==> src/wfa_pkg.sv <==
// ----------------------------------------------------------------------------
// wfa_pkg
// Shared types and constants of the worst-fit heap allocator.
// ----------------------------------------------------------------------------
package wfa_pkg;

  // block table geometry
  localparam int MAX_BLOCKS = 32;
  localparam int IDX_W      = 5;
  localparam int CNT_W      = 6;

  // heap geometry
  localparam logic [16:0] HEADER_BYTES = 17'd24;
  localparam logic [16:0] HEAP_BYTES   = 17'd65536;
  localparam logic [16:0] ADDR_SPACE   = 17'd65536;

  // size rounding
  localparam logic [15:0] MIN_ALLOC = 16'd16;

  // actions carried in tuser
  localparam logic ACT_ALLOC = 1'b0;
  localparam logic ACT_FREE  = 1'b1;

  // status codes
  localparam logic [1:0] ST_DONE     = 2'd0;
  localparam logic [1:0] ST_NO_MEM   = 2'd1;
  localparam logic [1:0] ST_BAD_ADDR = 2'd2;

  // one block table entry
  typedef struct packed {
    logic        used;
    logic [16:0] size;
    logic [15:0] start;
  } entry_t;

endpackage

==> src/wfa_round.sv <==
// ----------------------------------------------------------------------------
// wfa_round
// Rounds an allocate request: zero stays zero, small sizes go to the minimum,
// everything else up to a multiple of 8.
// ----------------------------------------------------------------------------
module wfa_round (
  input  logic [15:0] req,
  output logic [16:0] size
);

  logic [16:0] up8;

  // add 7 and clear the low three bits
  assign up8 = ({1'b0, req} + 17'd7) & ~17'd7;

  always_comb begin
    if (req == 16'd0) begin
      size = 17'd0;
    end else if (req < wfa_pkg::MIN_ALLOC) begin
      size = {1'b0, wfa_pkg::MIN_ALLOC};
    end else begin
      size = up8;
    end
  end

endmodule

==> src/worst_fit_heap_allocator.sv <==
// ----------------------------------------------------------------------------
// worst_fit_heap_allocator
// Worst-fit allocator over an address-ordered block table held in RAM.
// ----------------------------------------------------------------------------
// One item at a time. An allocate walks the table once, one entry per cycle
// through the single RAM read port; a zero size skips the walk. A free walks
// the table the same way to find its block, then reads each neighbour and, for
// every merge, moves the later entries down one place, reading and then
// writing each entry. in_tready is low from an accepted beat until its result
// has been loaded into the output register; the output register lets the next
// beat in while a result waits.
module worst_fit_heap_allocator (
  input  logic        clk,
  input  logic        rst_n,
  // configuration: heap_limit
  input  logic        cfg_valid,
  output logic        cfg_ready,
  input  logic [16:0] cfg_data,
  // input stream
  input  logic        in_tvalid,
  output logic        in_tready,
  input  logic [31:0] in_tdata,   // [15:0] request_size, [31:16] address
  input  logic        in_tuser,   // [0] action
  // result stream
  output logic        out_tvalid,
  input  logic        out_tready,
  output logic [39:0] out_tdata,  // [15:0] result_address, [32:16] heap_top
  output logic [1:0]  out_tuser   // [1:0] status
);

  typedef enum logic [3:0] {
    S_IDLE, S_SCAN, S_ALLOC, S_FREE, S_RIGHT, S_RIGHT_CHK, S_LEFT,
    S_LEFT_CHK, S_SH_RD, S_SH_WR, S_TAIL, S_OUT
  } state_t;

  localparam logic [wfa_pkg::CNT_W-1:0] CNT_MAX = wfa_pkg::CNT_W'(wfa_pkg::MAX_BLOCKS);

  state_t state_r, state_nxt, ret_r, ret_nxt;

  logic [16:0]               heap_limit_r;
  logic [wfa_pkg::CNT_W-1:0] count_r, count_nxt;
  logic [16:0]               heap_end_r, heap_end_nxt;

  logic                      act_r, act_nxt;
  logic [16:0]               size_r, size_nxt;
  logic [15:0]               addr_r, addr_nxt;

  logic [wfa_pkg::CNT_W-1:0] scan_k_r, scan_k_nxt;
  logic                      pend_r, pend_nxt;
  logic [wfa_pkg::IDX_W-1:0] pend_idx_r, pend_idx_nxt;
  logic                      found_r, found_nxt;
  logic [wfa_pkg::IDX_W-1:0] idx_r, idx_nxt;
  logic [wfa_pkg::IDX_W-1:0] sh_j_r, sh_j_nxt;
  wfa_pkg::entry_t           cur_r, cur_nxt;

  logic [15:0]               res_addr_r, res_addr_nxt;
  logic [1:0]                res_status_r, res_status_nxt;

  logic                      out_valid_r, out_valid_nxt;
  logic [39:0]               out_data_r, out_data_nxt;
  logic [1:0]                out_user_r, out_user_nxt;

  // table RAM
  wfa_pkg::entry_t           mem [wfa_pkg::MAX_BLOCKS];
  wfa_pkg::entry_t           rd_r;
  logic [wfa_pkg::IDX_W-1:0] mem_ra;
  logic                      mem_we;
  logic [wfa_pkg::IDX_W-1:0] mem_wa;
  wfa_pkg::entry_t           mem_wd;

  logic [16:0]               req_size;
  logic [16:0]               eff_limit;
  logic [17:0]               need_top;
  logic [wfa_pkg::CNT_W-1:0] idx_ext;
  logic [wfa_pkg::CNT_W-1:0] sh_ext;
  logic [16:0]               rd_data_addr;

  wfa_round u_round (
    .req  (in_tdata[15:0]),
    .size (req_size)
  );

  assign cfg_ready  = 1'b1;
  assign in_tready  = (state_r == S_IDLE);
  assign out_tvalid = out_valid_r;
  assign out_tdata  = out_data_r;
  assign out_tuser  = out_user_r;

  // append limit and the top an append would reach
  assign eff_limit = (heap_limit_r > wfa_pkg::HEAP_BYTES) ? wfa_pkg::HEAP_BYTES : heap_limit_r;
  assign need_top  = {1'b0, heap_end_r} + {1'b0, wfa_pkg::HEADER_BYTES} + {1'b0, size_r};

  assign idx_ext      = {1'b0, idx_r};
  assign sh_ext       = {1'b0, sh_j_r};
  assign rd_data_addr = {1'b0, rd_r.start} + wfa_pkg::HEADER_BYTES;

  // ram ports
  always_ff @(posedge clk) begin
    if (mem_we) begin
      mem[mem_wa] <= mem_wd;
    end
    rd_r <= mem[mem_ra];
  end

  // sequencer
  always_comb begin
    state_nxt      = state_r;
    ret_nxt        = ret_r;
    count_nxt      = count_r;
    heap_end_nxt   = heap_end_r;
    act_nxt        = act_r;
    size_nxt       = size_r;
    addr_nxt       = addr_r;
    scan_k_nxt     = scan_k_r;
    pend_nxt       = 1'b0;
    pend_idx_nxt   = pend_idx_r;
    found_nxt      = found_r;
    idx_nxt        = idx_r;
    sh_j_nxt       = sh_j_r;
    cur_nxt        = cur_r;
    res_addr_nxt   = res_addr_r;
    res_status_nxt = res_status_r;
    out_valid_nxt  = out_valid_r;
    out_data_nxt   = out_data_r;
    out_user_nxt   = out_user_r;
    mem_ra         = scan_k_r[wfa_pkg::IDX_W-1:0];
    mem_we         = 1'b0;
    mem_wa         = idx_r;
    mem_wd         = cur_r;

    if (out_valid_r && out_tready) begin
      out_valid_nxt = 1'b0;
    end

    case (state_r)
      // take a beat
      S_IDLE: begin
        if (in_tvalid) begin
          act_nxt        = in_tuser;
          size_nxt       = req_size;
          addr_nxt       = in_tdata[31:16];
          scan_k_nxt     = '0;
          found_nxt      = 1'b0;
          cur_nxt        = '0;
          res_addr_nxt   = 16'd0;
          res_status_nxt = wfa_pkg::ST_DONE;
          if (in_tuser == wfa_pkg::ACT_ALLOC && req_size == 17'd0) begin
            state_nxt = S_OUT;
          end else if (in_tuser == wfa_pkg::ACT_FREE && in_tdata[31:16] == 16'd0) begin
            state_nxt = S_OUT;
          end else begin
            state_nxt = S_SCAN;
          end
        end
      end

      // walk the table one entry a cycle
      S_SCAN: begin
        if (scan_k_r < count_r) begin
          pend_nxt     = 1'b1;
          pend_idx_nxt = scan_k_r[wfa_pkg::IDX_W-1:0];
          scan_k_nxt   = scan_k_r + 1'b1;
        end
        if (pend_r) begin
          if (act_r == wfa_pkg::ACT_ALLOC) begin
            if (!rd_r.used && rd_r.size > cur_r.size) begin
              cur_nxt   = rd_r;
              idx_nxt   = pend_idx_r;
              found_nxt = 1'b1;
            end
          end else if (!found_r && rd_data_addr == {1'b0, addr_r}) begin
            cur_nxt      = rd_r;
            cur_nxt.used = 1'b0;
            idx_nxt      = pend_idx_r;
            found_nxt    = 1'b1;
          end
        end
        if (scan_k_r == count_r && !pend_r) begin
          state_nxt = (act_r == wfa_pkg::ACT_ALLOC) ? S_ALLOC : S_FREE;
        end
      end

      // reuse the largest free block, append, or report no memory
      S_ALLOC: begin
        state_nxt = S_OUT;
        if (found_r && size_r <= cur_r.size) begin
          mem_we        = 1'b1;
          mem_wa        = idx_r;
          mem_wd        = cur_r;
          mem_wd.used   = 1'b1;
          res_addr_nxt  = 16'(cur_r.start + wfa_pkg::HEADER_BYTES[15:0]);
        end else if (count_r >= CNT_MAX || need_top > {1'b0, eff_limit}) begin
          res_status_nxt = wfa_pkg::ST_NO_MEM;
        end else begin
          mem_we       = 1'b1;
          mem_wa       = count_r[wfa_pkg::IDX_W-1:0];
          mem_wd.used  = 1'b1;
          mem_wd.size  = size_r;
          mem_wd.start = heap_end_r[15:0];
          count_nxt    = count_r + 1'b1;
          heap_end_nxt = need_top[16:0];
          res_addr_nxt = 16'(heap_end_r[15:0] + wfa_pkg::HEADER_BYTES[15:0]);
        end
      end

      // free: found or not
      S_FREE: begin
        if (found_r) begin
          state_nxt = S_RIGHT;
        end else begin
          res_status_nxt = wfa_pkg::ST_BAD_ADDR;
          state_nxt      = S_OUT;
        end
      end

      // right neighbour
      S_RIGHT: begin
        if (idx_ext + 1'b1 < count_r) begin
          mem_ra    = idx_r + 1'b1;
          state_nxt = S_RIGHT_CHK;
        end else begin
          state_nxt = S_LEFT;
        end
      end

      S_RIGHT_CHK: begin
        if (!rd_r.used) begin
          cur_nxt.size = cur_r.size + wfa_pkg::HEADER_BYTES + rd_r.size;
          sh_j_nxt     = idx_r + 1'b1;
          ret_nxt      = S_LEFT;
          state_nxt    = S_SH_RD;
        end else begin
          state_nxt = S_LEFT;
        end
      end

      // left neighbour
      S_LEFT: begin
        if (idx_r != '0) begin
          mem_ra    = idx_r - 1'b1;
          state_nxt = S_LEFT_CHK;
        end else begin
          state_nxt = S_TAIL;
        end
      end

      S_LEFT_CHK: begin
        if (!rd_r.used) begin
          cur_nxt.start = rd_r.start;
          cur_nxt.size  = rd_r.size + wfa_pkg::HEADER_BYTES + cur_r.size;
          sh_j_nxt      = idx_r;
          idx_nxt       = idx_r - 1'b1;
          ret_nxt       = S_TAIL;
          state_nxt     = S_SH_RD;
        end else begin
          state_nxt = S_TAIL;
        end
      end

      // drop entry sh_j by moving the later ones down
      S_SH_RD: begin
        if (sh_ext + 1'b1 < count_r) begin
          mem_ra    = sh_j_r + 1'b1;
          state_nxt = S_SH_WR;
        end else begin
          count_nxt = count_r - 1'b1;
          state_nxt = ret_r;
        end
      end

      S_SH_WR: begin
        mem_we    = 1'b1;
        mem_wa    = sh_j_r;
        mem_wd    = rd_r;
        sh_j_nxt  = sh_j_r + 1'b1;
        state_nxt = S_SH_RD;
      end

      // free block at the end lowers the heap top; otherwise it is written back
      S_TAIL: begin
        if (idx_ext + 1'b1 == count_r) begin
          heap_end_nxt = {1'b0, cur_r.start};
          count_nxt    = count_r - 1'b1;
        end else begin
          mem_we = 1'b1;
          mem_wa = idx_r;
          mem_wd = cur_r;
        end
        state_nxt = S_OUT;
      end

      // load the output register
      S_OUT: begin
        if (!out_valid_r || out_tready) begin
          out_valid_nxt = 1'b1;
          out_data_nxt  = {7'd0, heap_end_r, res_addr_r};
          out_user_nxt  = res_status_r;
          state_nxt     = S_IDLE;
        end
      end

      default: begin
        state_nxt = S_IDLE;
      end
    endcase
  end

  // state and registered outputs
  always_ff @(posedge clk) begin
    if (!rst_n) begin
      state_r      <= S_IDLE;
      ret_r        <= S_IDLE;
      heap_limit_r <= 17'd65536;
      count_r      <= '0;
      heap_end_r   <= '0;
      pend_r       <= 1'b0;
      found_r      <= 1'b0;
      out_valid_r  <= 1'b0;
    end else begin
      state_r     <= state_nxt;
      ret_r       <= ret_nxt;
      count_r     <= count_nxt;
      heap_end_r  <= heap_end_nxt;
      pend_r      <= pend_nxt;
      found_r     <= found_nxt;
      out_valid_r <= out_valid_nxt;
      if (cfg_valid) begin
        heap_limit_r <= cfg_data;
      end
    end
    act_r        <= act_nxt;
    size_r       <= size_nxt;
    addr_r       <= addr_nxt;
    scan_k_r     <= scan_k_nxt;
    pend_idx_r   <= pend_idx_nxt;
    idx_r        <= idx_nxt;
    sh_j_r       <= sh_j_nxt;
    cur_r        <= cur_nxt;
    res_addr_r   <= res_addr_nxt;
    res_status_r <= res_status_nxt;
    out_data_r   <= out_data_nxt;
    out_user_r   <= out_user_nxt;
  end

  // checks
  a_count_bound: assert property (@(posedge clk) disable iff (!rst_n)
    count_r <= CNT_MAX)
    else $error("block count past table depth");

  a_top_bound: assert property (@(posedge clk) disable iff (!rst_n)
    heap_end_r <= wfa_pkg::ADDR_SPACE)
    else $error("heap top past address space");

  a_busy_after_beat: assert property (@(posedge clk) disable iff (!rst_n)
    (in_tvalid && in_tready) |=> !in_tready)
    else $error("ready while an item is in work");

  a_status_code: assert property (@(posedge clk) disable iff (!rst_n)
    out_valid_r |-> (out_user_r == wfa_pkg::ST_DONE || out_user_r == wfa_pkg::ST_NO_MEM ||
                     out_user_r == wfa_pkg::ST_BAD_ADDR))
    else $error("undefined status code");

endmodule
==> config.mk <==
export PLATFORM = sky130hd
export DESIGN_NAME = worst_fit_heap_allocator
export DESIGN_NICKNAME = d
export VERILOG_FILES = /design/src/wfa_pkg.sv /design/src/wfa_round.sv /design/src/worst_fit_heap_allocator.sv
export SDC_FILE = /design/constraint.sdc
export NUM_CORES = 2
export LEC_CHECK = 0
export ABC_AREA = 1
export BUFFER_PORTS_ARGS = -buffer_cell sky130_fd_sc_hd__clkbuf_2
export CAP_MARGIN = 20
export CELL_PAD_IN_SITES_DETAIL_PLACEMENT = 1
export CELL_PAD_IN_SITES_GLOBAL_PLACEMENT = 1
export CORE_MARGIN = 3
export CORE_UTILIZATION = 45
export DETAILED_ROUTE_END_ITERATION = 12
export PLACE_DENSITY = 0.73
export SLEW_MARGIN = 0
export SYNTH_ARGS = -nofsm -noshare
export SYNTH_HDL_FRONTEND = slang
export SYNTH_SLANG_ARGS = --single-unit
==> constraint.sdc <==
create_clock -name clk -period 7.9 [get_ports clk]
set_input_delay 1.58 -clock clk [delete_from_list [all_inputs] [get_ports clk]]
set_output_delay 1.58 -clock clk [all_outputs]
set_load 0.02 [all_outputs]
Word-level counts from Yosys, hierarchy flattened
Memory sizes are Yosys's and may differ from the RTL's. A register that Yosys moved wholly into a read port is not among the register bits.
Cells that the tools add are included.
- RAM bits: 1088
- output and inout bits: 45
- word-level logic and storage cells: 211
- register bits: 193
- memories: 1
- memories (name ; depth ; bits a word ; read ports ; clocked after memory_dff ; wr ports ; line ; text):
    mem ; 32 ; 34 ; 1 ; 1 ; 1 ; worst_fit_heap_allocator.sv:64 ; wfa_pkg::entry_t mem [wfa_pkg::MAX_BLOCKS];
- bitwise operators: 1
- equal/unequal tests: 30
- muxes and demuxes: 85
- reductions and logical operators: 45
- add/subtract/negate cells: 18
- magnitude comparators: 9
- operators by type and width (kind ; number):
    $mux W34 ; 7
    $mux W17 ; 7
    $pmux W17 S4 ; 1
    $pmux W34 S2 ; 1
    $mux W5 ; 12
    $mux W16 ; 3
    $pmux W16 S3 ; 1
    $mux W4 ; 11
    $pmux W4 S11 ; 1
    $mux W6 ; 6
    $add A17 B17 Y17 ; 2
    $add A17 B5 Y17 const B ; 2
    $pmux W17 S2 ; 1
    $mux W33 ; 1
    $add A16 B5 Y16 const B ; 2
    $logic_not A16 Y1 ; 2
    $pmux W16 S2 ; 1
    $pmux W5 S3 ; 2
    $ne A2 B2 Y1 const B ; 13
    $pmux W5 S2 ; 2
    $reduce_and A5 Y1 ; 4
    $add A17 B5 Y18 const B ; 1
    $add A18 B17 Y18 ; 1
    $gt A18 B17 Y1 ; 1
    44 further kinds ; 103

Longest topological paths before layout
- depth after elaboration: 9
- mapped depth: 28

Cells and area by module
From an unflattened synthesis, not the netlist that was laid out.
- cell total of the unflattened synthesis: 6030
- area total of the unflattened synthesis: 62498.7 um2
- modules (own cells, without submodules) (module ; sequential area each (um2) ; times used ; area each (um2) ; cells each):
    worst_fit_heap_allocator ; 38617.0 ; 1 ; 62005.7 ; 5921
    wfa_round ; 0.0 ; 1 ; 493.0 ; 109

Worst setup path before layout
OpenSTA, ideal clock, no wires.
- path type: register to register
- start: register heap_end_r[4]
- end: memory mem[0][0] in the netlist's numbering, enable pin
- stages on the path, launching flop included: 24
- library setup time: 425 ps
- clock period less this slack: 5342 ps
- arrival time: 4917 ps
- data required time: 7475 ps
- slack: 2558 ps
- cells stage by stage: dfxtp_1 inv_1 ha_1 inv_1 ha_1 fa_1 nand3_1 nand2_1 a21oi_1 o21ai_0 xor2_1 ha_1 nand2_1 inv_1 nand3_1 nor3_1 nand4_1 nand2_1 nand3_1 nand2_1 nor2_1 nor2_1 nand3_1 nor2_1
- cells in the longest elaborated chain, start to end: 9
- elaborated cells between the ends (all ways): 12
- ends and longest elaborated chain (element ; line ; text):
    start: declaration ; worst_fit_heap_allocator.sv:42 ; logic [16:0] heap_end_r, heap_end_nxt;
    start signal: assignment ; worst_fit_heap_allocator.sv:323 ; heap_end_r <= heap_end_nxt;
    $add A17 B5 Y18 (*) ; worst_fit_heap_allocator.sv:91 ; assign need_top = {1'b0, heap_end_r} + {1'b0, wfa_pkg::HEADER_BYTES} + {1'b0, size_r};
    $add A18 B17 Y18 (*) ; worst_fit_heap_allocator.sv:91 ;
    $gt A18 B17 Y1 (*) ; worst_fit_heap_allocator.sv:192 ; end else if (count_r >= CNT_MAX || need_top > {1'b0, eff_limit}) begin
    $logic_or A1 B1 Y1 (*) ; worst_fit_heap_allocator.sv:192 ;
    $mux W1 ; worst_fit_heap_allocator.sv:192 ;
    $mux W1 ; worst_fit_heap_allocator.sv:186 ; if (found_r && size_r <= cur_r.size) begin
    $pmux W1 S3 ; worst_fit_heap_allocator.sv:135 ; case (state_r)
    $mux W1 ; worst_fit_heap_allocator.sv:99 ; if (mem_we) begin
    $mux W1 (not written as such) ; worst_fit_heap_allocator.sv:100 ; mem[mem_wa] <= mem_wd;
    end: declaration ; worst_fit_heap_allocator.sv:64 ;
Every way passes the cells marked *; elsewhere a longest branch is shown, timed or not.

Worst setup path after layout
- start: register heap_end_r[4]
- end: memory mem[10][23] in the netlist's numbering, enable pin
The elaborated chain is that of the path after synthesis.

==> metrics.csv <==
metric;value;unit
nets;6053;
netlist_instances;5795;
finalSetupViolCount;0;
cts-hold-fix-buffers;0;
status;complete, no violations;
sw_frac_of_total;0.4510;
ys_types;49;
post_cts_buffers;0;
rr_worst_depth;25;
final-hold-violation-count;0;
wl;191.9;mm
die_area;136500;µm²
cts_resized;0;
required;8.35;ns
skew;0.04563;ns
fillCellCount;14082;
fin_crit_sh;0.8634;
ctsLongestPathBuffers;3;
die_y;369.5;µm
cap_violations;0;
initial_core_util;0.4563;
drt_iter0_markers;4314;
h-tree-depth;4;
relSlewSlack;0.2132;
min_path_type;reg -> reg;
clk_latency;0.81;ns
tightest_slew;1.180;ns
clock.fmax;146.6;MHz
p_clk_frac;0.223;
cts_tree;done;
grt_max_degree;190;
drtPass1Iterations;5;
seqPwrFrac;0.324;
drive_above_1_share;0.08697;
drtAntennaViolNets;0;
grt_pass1_vias;45346;
arrival;7.27;ns
wl_per_cell;24.85;µm
synth_compound_area_frac;0.04101;
pre_cts_slack;1.202;ns
netlist_area;59460;µm²
avgSynthCellArea;10.26;µm²
synthMuxAreaShare;0;
drc;0;
comb_power_share;0.453;
synth-simple-area-share;0.2170;
area_growth;13.50;%
synth-adder-area-share;0.02900;
hold_depth;0;
peakVddDrop;0.0003330;V
crit_fanout;32;
final_core_util;0.5179;
setup_slack;1.079;ns
p_per_area;455.1;nW/µm²
setup.worst_path.class;reg -> reg;
vias;43852;
synth_xor_area_frac;0.007807;
core_area;130300;µm²
clkTransAtPathRegs;0.06;ns
row_count;132;
start_kind;register;
hold_ws;0.4093;ns
antenna_found_initial;3;
die_w;369.5;µm
rsz0062_at_grt;no;
cts_num_sinks;1311;
cts_inserted_buffers;146;
ios;100;
ys_warn_count;0;
power.switching;0.01385;W
finalCriticalPeriod;6.821;ns
slew_violations;0;
hpwl;120.1;mm
end_kind;register;
clockRootBuffer;clkbuf_16;
tns;0;ns
gp_congestion;0.9072;
ys_seq_elements;1311;
grtUsageTotal;0.2793;
p_int;0.01686;W
diodes;0;
synth_top_family_by_area;simple AND/OR/NAND/NOR gates;
ys_seq_area_frac;0.6479;
io_buffer_count;91;
grt_pass1_wl;287.1;mm
grt_overflow;0;
post_drt_via_cell_ratio;5.680;
p_leak;27.17;nW
-- cells by family (layout without fill, tap and decap cells) --
kind of cell	Yosys count	in the layout
DFF	1311	1311
adders and majority gates	136	136
AOI/OAI and AO/OA	408	408
xor gates and xnor gates	53	53
and+or+nand+nor	3062	3062
buffers and inverters	823	1001
other	2	8
-- per-layer routing --
metal | global-route usage | part of all wire
met5 | 0 | 0.000068
met3 | 0.03995 | 0.068
met2 | 0.4595 | 0.48
met1 | 0.3772 | 0.42
met4 | 0.1035 | 0.036
-- through the flow --
step	total power, W	instances	cell area [µm²]
6_report	0.03071	7721	67490
5_1_grt	0.03233	7721	67490
3_5_place_dp	0.02368	7445	62440
2_1_floorplan	0.01806	5801	59480
3_3_place_gp	0.02326	7442	62390
4_1_cts	0.03060	7710	67220
-- cells in the mapped netlist, drive strengths merged --
cell     count  area, µm²
a211oi       6      45.04
nand4       23      158.9
dfxtp       84       1682
or4          1      7.510
and2         1      6.260
nor3        23      115.1
ha         133       1664
and3         1      6.260
o31ai        4      30.03
or2          4      25.02
nor2       225      867.1
a21oi      124      620.6
fa           3      60.06
xor2        34      297.8
o2111ai     16      140.1
a32o         1      10.01
o211ai      42      315.3
nor4        12      75.07
o221ai      18      157.7
nand3      639       3198
nand3b     107      803.3
a221oi       1      15.01
clkinv       2      7.510
a22oi       14      105.1
edfxtp    1227      36850
a31oi        5      31.28
o22ai       21      131.4
a21o         8      60.06
a31o         1      8.760
inv        535       2008
o21bai       4      30.03
o21ai      139      706.9
o21a         3      22.52
buf        219       1130
clkbuf      67      251.5
a311oi       1      8.760
nand2     2026       7640
conb         2      7.510
xnor2       19      166.4
-- flip-flops by register name (all words and copies together) (netlist names), 5 cells and up --
register,count
out_tdata,33
sh_j_r,5
idx_r,5
heap_limit_r,17
res_addr_r,16
rd_r,34
scan_k_r,6
cur_r,34
count_r,6
addr_r,16
mem,1088
pend_idx_r,5
size_r,14
heap_end_r,17
-- critical path, cell delays in order, from the launching register on --
cell     delay (ns)
dfxtp_1        0.38
inv_1          0.08
ha_1           0.28
inv_1          0.04
ha_1           0.24
fa_1           0.42
nand3_1        0.11
nand2_1        0.11
a21oi_1        0.26
o21ai_0        0.17
a21oi_1        0.15
nor2_1         0.06
nor2_1         0.11
xnor2_1        0.16
ha_1           0.28
nand4_1        0.10
nand2_1        0.19
nand3_1        0.14
buf_4          0.36
nand2_1        0.34
inv_1          0.45
nand2_1        0.11
nand3_1        0.31
nand3_1        0.49
nor2_4         0.70
buf_4          0.42
-- power groups by stage --
stage               Combinational, W  Clock (W)  Sequential (W)
floorplan                    0.00813          0         0.00993
global placement              0.0132          0          0.0101
detailed placement            0.0136          0          0.0101
CTS                           0.0137    0.00693         0.00997
global route                  0.0151    0.00721          0.0100
finish                        0.0139    0.00685         0.00997
-- cell type report --
class                   count  area [µm²]  share of cell area
flip-flops and latches   1311       38530              0.5709
multi-input cells        3667       18250              0.2703
clock buffers             189        3948             0.05849
well taps                1742        2180             0.03230
inverters                 537        2037             0.03018
repair buffers            199        1722             0.02551
clock inverters            76       832.0             0.01233
-- cells in the final DEF, fill, tap and decap left out, types with 33 or more instances in the layout --
cell type	Yosys	routed
a21oi_1	124	124
buf_4	24	77
clkbuf_16	0	148
clkbuf_2	0	91
dfxtp_1	84	84
edfxtp_1	1227	1227
ha_1	133	133
inv_1	520	518
nand2_1	2020	2019
nand3_1	639	639
nand3b_1	107	107
nor2_1	218	186
nor2_4	1	33
o211ai_1	42	42
o21ai_0	125	122
xor2_1	34	34
-- path summary, 6_finish.rpt --
| path | from | to | slack, ns |
|---|---|---|---|
| worst max-delay path | heap_end_r[4] | mem[10][23] | 1.08 |
| worst min register to register | res_addr_r[6] | out_tdata[6] | 0.41 |
| worst min-delay path | res_addr_r[6] | out_tdata[6] | 0.41 |
| worst max register to register | heap_end_r[4] | mem[10][23] | 1.08 |
Note: power is estimated with default switching activity, not from simulation.
